`src/rtl/core/csl_pkg.sv`:
```
// shared types and constants for the cpu status, load select and barrier block
package csl_pkg;

	localparam int CPU_SLOTS_DEF = 8;
	localparam int MAX_IDX_W     = 6;
	localparam int LOAD_W        = 7;
	localparam int TICK_W        = 32;
	localparam int NUM_W         = 8;

	localparam logic [1:0] REQ_ONLINE  = 2'd0;
	localparam logic [1:0] REQ_LOAD    = 2'd1;
	localparam logic [1:0] REQ_BARRIER = 2'd2;
	localparam logic [1:0] REQ_QUERY   = 2'd3;

	// best candidate handed along the row of cells
	typedef struct packed {
		logic                 found;
		logic [LOAD_W-1:0]    load;
		logic [MAX_IDX_W-1:0] idx;
	} carry_t;

endpackage

```
`src/rtl/core/cpu_status_load_select_barrier.sv`:
```
// top level: cpu status table, least-loaded selection row and barrier
// processing order: the multiply and seven-step divide, the table update, the scan along
// the row of cells, then the load of the result register
// flow: one item at a time; in_ready returns only once the result is loaded, later while out_ready is low
// reset: asynchronous, cpu 0 online, loads zero, count one, barrier clear, present count one
module cpu_status_load_select_barrier #(
	parameter int CPU_SLOTS = csl_pkg::CPU_SLOTS_DEF
) (
	input  logic                       clk,
	input  logic                       arst_n,
	input  logic                       cfg_valid,
	output logic                       cfg_ready,
	input  logic [csl_pkg::NUM_W-1:0]  cfg_data,
	input  logic                       in_valid,
	output logic                       in_ready,
	input  logic [1:0]                 req_type,
	input  logic [7:0]                 cpu,
	input  logic                       go_online,
	input  logic [csl_pkg::TICK_W-1:0] busy_ticks,
	input  logic [csl_pkg::TICK_W-1:0] idle_ticks,
	output logic                       out_valid,
	input  logic                       out_ready,
	output logic                       addr_online,
	output logic [6:0]                 addr_load,
	output logic [2:0]                 chosen_cpu,
	output logic [3:0]                 online_count,
	output logic [7:0]                 cpus_present,
	output logic                       barrier_released,
	output logic [7:0]                 barrier_generation
);
	import csl_pkg::*;

	localparam int IW = (CPU_SLOTS > 1) ? $clog2(CPU_SLOTS) : 1;
	localparam int TW = $clog2(CPU_SLOTS + 1);
	localparam int AW = $clog2(CPU_SLOTS + 2);
	localparam int CW = 7;

	localparam logic [2:0] ST_IDLE = 3'd0;
	localparam logic [2:0] ST_DIV  = 3'd1;
	localparam logic [2:0] ST_UPD  = 3'd2;
	localparam logic [2:0] ST_SCAN = 3'd3;
	localparam logic [2:0] ST_DONE = 3'd4;

	logic [2:0]        state_q;
	logic [CW-1:0]     cnt_q;
	logic [1:0]        req_q;
	logic [7:0]        cpu_q;
	logic              go_q;
	logic [NUM_W-1:0]  present_q;
	logic [TW-1:0]     total_q;
	logic [AW-1:0]     arr_q;
	logic [7:0]        gen_q;
	logic              rel_q;
	logic              div_start;
	logic              div_done;
	logic [LOAD_W-1:0] quot;
	logic              valid_cpu;
	logic [IW-1:0]     idx;
	logic [CPU_SLOTS-1:0] flags_v;
	logic [LOAD_W-1:0] loads_v [CPU_SLOTS];
	carry_t            chain [CPU_SLOTS+1];
	logic              upd;
	logic              old_flag;
	logic [AW-1:0]     arr_next;
	logic              out_load;

	logic              out_valid_q;
	logic              o_online_q;
	logic [6:0]        o_load_q;
	logic [2:0]        o_chosen_q;
	logic [3:0]        o_count_q;
	logic [7:0]        o_present_q;
	logic              o_rel_q;
	logic [7:0]        o_gen_q;

	assign valid_cpu = cpu_q < 8'(CPU_SLOTS);
	assign idx       = cpu_q[IW-1:0];
	assign upd       = state_q == ST_UPD;
	assign old_flag  = valid_cpu ? flags_v[idx] : 1'b0;
	assign arr_next  = arr_q + AW'(1);
	assign div_start = (state_q == ST_IDLE) && in_valid;
	assign out_load  = (state_q == ST_DONE) && (!out_valid_q || out_ready);

	assign chain[0] = '0;

	for (genvar i = 0; i < CPU_SLOTS; i++) begin : g_cell
		csl_cell #(.IDX(i)) u_cell (
			.clk       (clk),
			.arst_n    (arst_n),
			.wr_flag   (upd && req_q == REQ_ONLINE && valid_cpu && idx == IW'(i)),
			.flag_d    (go_q),
			.wr_load   (upd && req_q == REQ_LOAD && valid_cpu && idx == IW'(i)),
			.load_d    (quot),
			.in_scope  (present_q > NUM_W'(i)),
			.carry_in  (chain[i]),
			.flag      (flags_v[i]),
			.load      (loads_v[i]),
			.carry_out (chain[i+1])
		);
	end

	csl_div u_div (
		.clk        (clk),
		.arst_n     (arst_n),
		.start      (div_start),
		.busy_ticks (busy_ticks),
		.idle_ticks (idle_ticks),
		.done       (div_done),
		.quot       (quot)
	);

	always_ff @(posedge clk) begin
		if (div_start) begin
			req_q <= req_type;
			cpu_q <= cpu;
			go_q  <= go_online;
		end
	end

	always_ff @(posedge clk or negedge arst_n) begin
		if (!arst_n) begin
			state_q     <= ST_IDLE;
			cnt_q       <= '0;
			present_q   <= NUM_W'(1);
			total_q     <= TW'(1);
			arr_q       <= '0;
			gen_q       <= '0;
			rel_q       <= 1'b0;
			out_valid_q <= 1'b0;
		end else begin
			if (cfg_valid) present_q <= cfg_data;
			if (out_load) out_valid_q <= 1'b1;
			else if (out_ready) out_valid_q <= 1'b0;
			unique case (state_q)
				ST_IDLE: begin
					if (in_valid) state_q <= ST_DIV;
				end
				ST_DIV: begin
					if (div_done) state_q <= ST_UPD;
				end
				ST_UPD: begin
					rel_q <= 1'b0;
					if (req_q == REQ_ONLINE && valid_cpu && old_flag != go_q) begin
						if (go_q) total_q <= total_q + TW'(1);
						else if (total_q != '0) total_q <= total_q - TW'(1);
					end
					if (req_q == REQ_BARRIER) begin
						// last arrival releases and opens a new generation
						if ({1'b0, arr_next} >= (AW+1)'(total_q)) begin
							arr_q <= '0;
							gen_q <= gen_q + 8'd1;
							rel_q <= 1'b1;
						end else begin
							arr_q <= arr_next;
						end
					end
					cnt_q   <= '0;
					state_q <= ST_SCAN;
				end
				ST_SCAN: begin
					cnt_q <= cnt_q + CW'(1);
					if (cnt_q == CW'(CPU_SLOTS)) state_q <= ST_DONE;
				end
				ST_DONE: begin
					if (out_load) state_q <= ST_IDLE;
				end
				default: state_q <= ST_IDLE;
			endcase
		end
	end

	always_ff @(posedge clk) begin
		if (out_load) begin
			o_online_q  <= old_flag;
			o_load_q    <= valid_cpu ? loads_v[idx] : 7'd0;
			o_chosen_q  <= 3'(chain[CPU_SLOTS].idx);
			o_count_q   <= 4'(total_q);
			o_present_q <= (present_q == '0) ? 8'd1 : present_q;
			o_rel_q     <= rel_q;
			o_gen_q     <= gen_q;
		end
	end

	assign cfg_ready          = 1'b1;
	assign in_ready           = state_q == ST_IDLE;
	assign out_valid          = out_valid_q;
	assign addr_online        = o_online_q;
	assign addr_load          = o_load_q;
	assign chosen_cpu         = o_chosen_q;
	assign online_count       = o_count_q;
	assign cpus_present       = o_present_q;
	assign barrier_released   = o_rel_q;
	assign barrier_generation = o_gen_q;

endmodule

```
`src/rtl/core/csl_cell.sv`:
```
// one cpu slot: online flag, load value and a stage of the least-loaded scan
module csl_cell #(
	parameter int IDX = 0
) (
	input  logic                        clk,
	input  logic                        arst_n,
	input  logic                        wr_flag,
	input  logic                        flag_d,
	input  logic                        wr_load,
	input  logic [csl_pkg::LOAD_W-1:0]  load_d,
	input  logic                        in_scope,
	input  csl_pkg::carry_t             carry_in,
	output logic                        flag,
	output logic [csl_pkg::LOAD_W-1:0]  load,
	output csl_pkg::carry_t             carry_out
);
	import csl_pkg::*;

	logic              flag_q;
	logic [LOAD_W-1:0] load_q;
	carry_t            carry_q;
	logic              take;

	assign take = flag_q && in_scope && (!carry_in.found || load_q < carry_in.load);

	always_ff @(posedge clk or negedge arst_n) begin
		if (!arst_n) begin
			flag_q  <= (IDX == 0);
			load_q  <= '0;
			carry_q <= '0;
		end else begin
			if (wr_flag) flag_q <= flag_d;
			if (wr_load) load_q <= load_d;
			if (take) begin
				carry_q.found <= 1'b1;
				carry_q.load  <= load_q;
				carry_q.idx   <= MAX_IDX_W'(IDX);
			end else begin
				carry_q <= carry_in;
			end
		end
	end

	assign flag      = flag_q;
	assign load      = load_q;
	assign carry_out = carry_q;

endmodule

```
`src/rtl/core/csl_div.sv`:
```
// load percentage unit: one multiply by 100, then a restoring divide of seven steps
module csl_div (
	input  logic                        clk,
	input  logic                        arst_n,
	input  logic                        start,
	input  logic [csl_pkg::TICK_W-1:0]  busy_ticks,
	input  logic [csl_pkg::TICK_W-1:0]  idle_ticks,
	output logic                        done,
	output logic [csl_pkg::LOAD_W-1:0]  quot
);
	import csl_pkg::*;

	localparam int REM_W = TICK_W + 7;
	localparam int DSH_W = TICK_W + 1 + LOAD_W - 1;

	logic              run_q;
	logic [2:0]        cnt_q;
	logic              done_q;
	logic [REM_W-1:0]  rem_q;
	logic [DSH_W-1:0]  dsh_q;
	logic [LOAD_W-1:0] quot_q;
	logic              ge;

	assign ge = {1'b0, rem_q} >= {1'b0, DSH_W'(dsh_q)};

	always_ff @(posedge clk or negedge arst_n) begin
		if (!arst_n) begin
			run_q  <= 1'b0;
			cnt_q  <= '0;
			done_q <= 1'b0;
		end else begin
			done_q <= 1'b0;
			if (start) begin
				run_q <= 1'b1;
				cnt_q <= '0;
			end else if (run_q) begin
				cnt_q <= cnt_q + 3'd1;
				if (cnt_q == 3'(LOAD_W - 1)) begin
					run_q  <= 1'b0;
					done_q <= 1'b1;
				end
			end
		end
	end

	always_ff @(posedge clk) begin
		if (start) begin
			rem_q  <= REM_W'(busy_ticks) * REM_W'(100);
			dsh_q  <= DSH_W'({1'b0, busy_ticks} + {1'b0, idle_ticks} + 33'd1) << (LOAD_W - 1);
			quot_q <= '0;
		end else if (run_q) begin
			if (ge) rem_q <= REM_W'({1'b0, rem_q} - {1'b0, DSH_W'(dsh_q)});
			dsh_q  <= dsh_q >> 1;
			quot_q <= {quot_q[LOAD_W-2:0], ge};
		end
	end

	assign done = done_q;
	assign quot = quot_q;

endmodule

```
`config.mk`:
```
export PLATFORM = sky130hd
export DESIGN_NAME = cpu_status_load_select_barrier
export DESIGN_NICKNAME = d
export VERILOG_FILES = /design/src/rtl/core/csl_pkg.sv /design/src/rtl/core/cpu_status_load_select_barrier.sv /design/src/rtl/core/csl_cell.sv /design/src/rtl/core/csl_div.sv
export SDC_FILE = /design/constraint.sdc
export NUM_CORES = 1
export LEC_CHECK = 0
export BUFFER_PORTS_ARGS = -buffer_cell sky130_fd_sc_hd__buf_2
export CAP_MARGIN = 20
export CELL_PAD_IN_SITES_DETAIL_PLACEMENT = 1
export CELL_PAD_IN_SITES_GLOBAL_PLACEMENT = 2
export CORE_MARGIN = 2
export CORE_UTILIZATION = 42
export CTS_BUF_LIST = sky130_fd_sc_hd__clkbuf_4 sky130_fd_sc_hd__clkbuf_8
export CTS_CLUSTER_DIAMETER = 50
export DETAILED_ROUTE_END_ITERATION = 10
export PLACE_DENSITY = 0.87
export SYNTH_ARGS = -nofsm -noshare
export SYNTH_HDL_FRONTEND = slang
export SYNTH_SLANG_ARGS = --single-unit
```
`constraint.sdc`:
```
create_clock -name clk -period 4.4 [get_ports clk]
set_input_delay 0.44 -clock clk [delete_from_list [all_inputs] [get_ports clk]]
set_output_delay 0.44 -clock clk [all_outputs]
set_load 0.01 [all_outputs]
```
After elaboration in Yosys (flattened, before gate mapping):

Index checks and enable logic that the tools add are counted.

* register bits: 331
* input port bits: 88

* $add $sub $neg: 9
* $mul: 1
* magnitude comparators: 20
* eq/ne operators: 20
* mux-type cells: 40
* bitwise gates (word level): 1
* reductions and logical operators: 71

Operator list (number)
* $mux 39: 5
* $mux 14: 7
* $lt 7x7->1: 7
* $ge 39x39->1: 1
* $logic_and 1x1->1: 39
* $sub 39x39->39: 1
* $mul 32x5->37 const B: 1
* $add 32x32->33: 1
* $add 33x1->33 const B: 1
* $gt 8x3->1 const B: 4
* $bmux 7 s3: 1
* $mux 3: 7
* $eq 3x3->1 const B: 6
* $gt 8x1->1 const B: 2
* $gt 8x2->1 const B: 2
* $pmux 3 s5: 1
* $mux 7: 2
* $pmux 7 s2: 1
* $eq 3x2->1 const B: 4
* $mux 1: 12
* $mux 4: 3
* $reduce_bool 2->1: 5
* $add 4x1->4 const B: 2
* $add 8x1->8 const B: 1
* other kinds (25): 46

Logic depth before layout (Yosys ltp):

* word-level depth: 6
* gate-level depth with buffers: 17
* gate-level depth less buffers: 16

Hierarchy:

From an unflattened synthesis, not the netlist that was laid out.

* cell total of the unflattened synthesis: 2195
* area, all modules: 22738.1 um2

By module, submodules not included
* csl_div: instances 1, cells an instance 1319, area an instance 11128.2 um2
* csl_cell at g_cell[1].u_cell ...: instances 7, cells an instance 71, area an instance 955.9 um2
* cpu_status_load_select_barrier: instances 1, cells an instance 308, area an instance 3961.3 um2
* csl_cell at g_cell[0].u_cell: instances 1, cells an instance 71, area an instance 957.2 um2

Least setup slack after synthesis:

OpenSTA, ideal clock, no wires.

* path type: in2reg
* start point: input busy_ticks[8] (netlist name)
* end point: register u_div.rem_q[32] (data pin)
* setup time: 0.256 ns
* data arrival time: 3.880 ns
* required time: 4.144 ns
* setup slack: 0.263 ns
* stages on the path: 16
* path through: ha_1 -> ha_1 -> inv_1 -> fa_1 -> inv_1 -> ha_1 -> a21oi_1 -> o221ai_1 -> nor3_1 -> a21oi_1 -> a211o_1 -> a31oi_1 -> nor2_1 -> a31o_2 -> xor2_1 -> a22o_1

* longest elaborated chain between the ends: 2

RTL lines
* start, declared: line cpu_status_load_select_barrier.sv:19 `input logic [csl_pkg::TICK_W-1:0] busy_ticks,`
* $mul 32x5->37: line csl_div.sv:48 `rem_q <= REM_W'(busy_ticks) * REM_W'(100);`
* $mux 39: line csl_div.sv:47 `if (start) begin`
* end signal, assigned: line csl_div.sv:48
* end signal, assigned: line csl_div.sv:52 `if (ge) rem_q <= REM_W'({1'b0, rem_q} - {1'b0, DSH_W'(dsh_q)});`
* end, declared: line csl_div.sv:19 `logic [REM_W-1:0] rem_q;`

No other way between the ends.
A chain may end at the register's enable or synchronous reset.

Worst setup path after layout:

* start point: register u_div.dsh_q[0]
* end point: register u_div.rem_q[38] (data pin)

* longest elaborated chain between the ends: 4

RTL lines
* start, declared: line csl_div.sv:20 `logic [DSH_W-1:0] dsh_q;`
* start signal, assigned: line csl_div.sv:49 `dsh_q <= DSH_W'({1'b0, busy_ticks} + {1'b0, idle_ticks} + 33'd1) << (LOAD_W - 1);`
* start signal, assigned: line csl_div.sv:53 `dsh_q <= dsh_q >> 1;`
* $sub 39x39->39: line csl_div.sv:52
* $mux 39: line csl_div.sv:52
* $mux 39: line csl_div.sv:51 `end else if (run_q) begin`
* $mux 39: line csl_div.sv:47

No other way between the ends. The select of a mux whose other input is x is not followed.

==> results.tsv <==
metric	value	unit
DRT Wirelength	52000	um
max-slew violations	0	
syn avg cell area	10.3	sq um
Clock Sinks	306	
Max Freq	251	MHz
DR vias	15100	
GRT Resource Usage Total	21.0	%
Main synth FF type	dfrtp_1	
Slew headroom	37.2	%
Min Hold Slack	0.0577	ns
HPWL after detailed placement	39800	um
Rows	80	
P per Cell Area	583	mW/mm^2
fin area	0.0231	sq mm
clk buf depth	3	
starting density of the core	42.5	%
die area	0.0501	sq mm
drt pass-1 iters	5	
startpoint types	flop	
vias in the first global route	16500	
ratio of cells with drive above 1 in the final layout	19.1	%
Inserted Diodes	0	
first-pass GRT wire length	86000	um
post-synthesis instance total	1963	
GRT Residual Overflow	0	
post-route DRC violation count	0	
FFs w/ async S/R, synth	58.2	%
cell accounting for the most synthesized area	dfrtp_1	
Root Driver	clkbuf_8	
Yosys cell types	71	
sequential element share of the synthesized area	40.1	%
largest net degree at the start of global routing	94	
Setup Skew	0.0396	ns
PostCTS Resize Cnt	0	
Post-DRT Antenna Nets	0	
Clock H-tree levels	2	
Synth area leaders	dfrtp_1, edfxtp_1, ha_1, mux2_2, inv_1	
via density per instance	5.38	
synthesized area	0.0203	sq mm
RePlAce Congestion	0.840	
Final Critical Period	3.98	ns
Core Box Area	0.0477	sq mm
Hold Path Class	input pin to flop	
CP Max Fanout	3	
Crit. End Element	flop	
# IOs	123	
synth-to-layout area growth	14.0	%
Post-synth EDFFs	113	
Power, Total	13.5	mW
crit path kind	flop to flop	
antenna violations before repair	2	
DP Area	0.0219	sq mm
status	completed	
Final nets	2489	
top-area cell type share of the netlist area	21.6	%
Clk Latency, worst-skew pair	0.62	ns
die width	224	um
maxcap violations	0	
Static Leak	11.2	nW
Worst Path Arrival	4.32	ns
slew at the pin closest to its max-slew limit	0.941	ns
Final setup viols	0	
die height	224	um
fin crit share	90.5	%
Clock Pin Slew Worst Setup and Hold Paths	0.07	ns
syn_nets	2306	
DR WL/cell	18.5	um
# port buffers	121	
WP data required	4.74	ns
Peak VDD IR	0.255	mV
Post-CTS Setup Bufs	0	
CTS tree	built	
unrepaired setup endpoints after global routing	no	
Fin. Hold Viols	0	
Initial DRC Count	775	
Ys Warns	0	
TritonCTS Buffers	51	
#FFs+latches synth	306	
power by group:
part / leakage [nW] / total (mW) / internal (mW) / switching, mW
Clock: 0.603 / 2.75 / 1.55 / 1.19
Sequential: 3.69 / 4.19 / 3.78 / 0.415
Combinational: 6.92 / 6.55 / 2.67 / 3.88
path summary, 6_finish.rpt:
kind | start | end | slack [ns] | depth (start not counted)
worst max-delay path | u_div.dsh_q[0] | u_div.rem_q[38] | 0.42 | 13
worst min-delay path | cfg_data[0] | present_q[0] | 0.06 | 2
worst min register to register | g_cell[7].u_cell.carry_out[0] | chosen_cpu[0] | 0.43 | 0
max in group asynchronous | arst_n | present_q[0] | 2.95 | 3
min in group asynchronous | arst_n | gen_q[0] | 0.49 | 2
worst max register to register | u_div.dsh_q[0] | u_div.rem_q[38] | 0.42 | 13
layout by cell type, fill, tap and decap left out, types with 8 or more instances in the layout:
master,Yosys,routed
inv_1,231,231
ha_1,225,225
dfrtp_1,175,174
buf_2,0,120
edfxtp_1,113,113
o21ai_0,108,108
nand2_1,108,107
a21oi_1,106,106
mux2_2,105,105
a21o_1,100,100
nor2_1,79,79
clkbuf_8,0,61
xnor2_1,56,56
buf_4,2,56
nand3_1,51,51
xor2_1,50,50
nand2b_1,32,32
fa_1,30,30
o22ai_1,29,29
nor2b_1,26,26
nor3_1,24,24
and3_1,22,22
mux2i_1,22,22
clkbuf_4,0,19
o21bai_1,18,18
nand4_1,16,16
mux4_2,16,16
dfxtp_1,15,15
or2_2,12,12
dlygate4sd3_1,0,12
a211oi_1,11,11
a31oi_1,11,11
o31ai_1,11,11
a22o_1,11,11
and2_1,10,10
o21a_1,9,9
o211ai_1,8,8
worst max-delay path, stage by stage, from the launching register on:
cell       delay [ns]
dfxtp_1          0.34
ha_1             0.17
inv_1            0.05
fa_1             0.41
a21oi_1          0.32
o211ai_1         0.15
a31oi_1          0.32
o2111ai_1        0.30
a2111oi_0        0.51
nor3_1           0.19
a31oi_1          0.41
a31oi_1          0.17
xnor2_1          0.24
o22ai_1          0.12
synthesized netlist by cell type, types with 22 or more instances:
cell and count:
inv_1 231, ha_1 225, dfrtp_1 175, edfxtp_1 113, nand2_1 108, o21ai_0 108
a21oi_1 106, mux2_2 105, a21o_1 100, nor2_1 79, xnor2_1 56, nand3_1 51
xor2_1 50, clkbuf_1 41, nand2b_1 32, fa_1 30, o22ai_1 29, nor2b_1 26
nor3_1 24, and3_1 22, mux2i_1 22
area by class of cell:
class	instances	area [sq um]
timing repair buffer	191	1190
sequential	306	8150
fill	5327	24600
tap	615	769
clock inverter	15	150
inverter	233	875
clock buffer	80	982
multi-input combinational	1363	11000
cells by family (layout without fill, tap and decap cells):
kind of cell | after synthesis | after routing | synth area share, %
xor+xnor | 106 | 106 | 4.57
flops | 306 | 306 | 40.1
other cells | 1 | 1 | 0.0185
mux | 143 | 143 | 8.68
fa+ha+maj | 255 | 255 | 16.8
compound gates | 461 | 461 | 14.6
buf+inv | 294 | 519 | 5.58
simple gates | 397 | 397 | 9.61
routing by layer:
layer / up-vias / global-route usage [%] / routed length (um)
li1: 7321 / - / -
met3: 87 / 2.41 / 1330
met2: 223 / 37.2 / 25800
met1: 7458 / 27.3 / 23600
met4: 4 / 5.68 / 1190
met5: - / 0 / 32
flip-flops by register name, summed over array words and instances, names as in the netlist, 39 cells and up:
name / flops
g_cell.u_cell.carry_out: 73
g_cell.u_cell.load: 56
u_div.dsh_q: 39
u_div.rem_q: 39
timing repair:
| item | 4_1_cts | 5_1_grt |
|---|---|---|
| hold buffers | 12 | 0 |
| hold endpoints to repair | 101 | 0 |
| setup endpoints to repair | 0 | 0 |
per-stage QoR:
step | util (%) | cells | setup TNS [ns] | setup slack (ns)
after floorplan | - | 1963 | 0 | 0.263
after global placement | 45.9 | 2696 | -0.197 | -0.0869
after detailed placement | 45.9 | 2696 | -0.680 | -0.135
after CTS | 48.5 | 2803 | 0 | 0.443
after global routing | 48.5 | 2803 | 0 | 0.151
final | 48.5 | 2803 | 0 | 0.416
No activity file was read; power rests on OpenSTA's default activity.
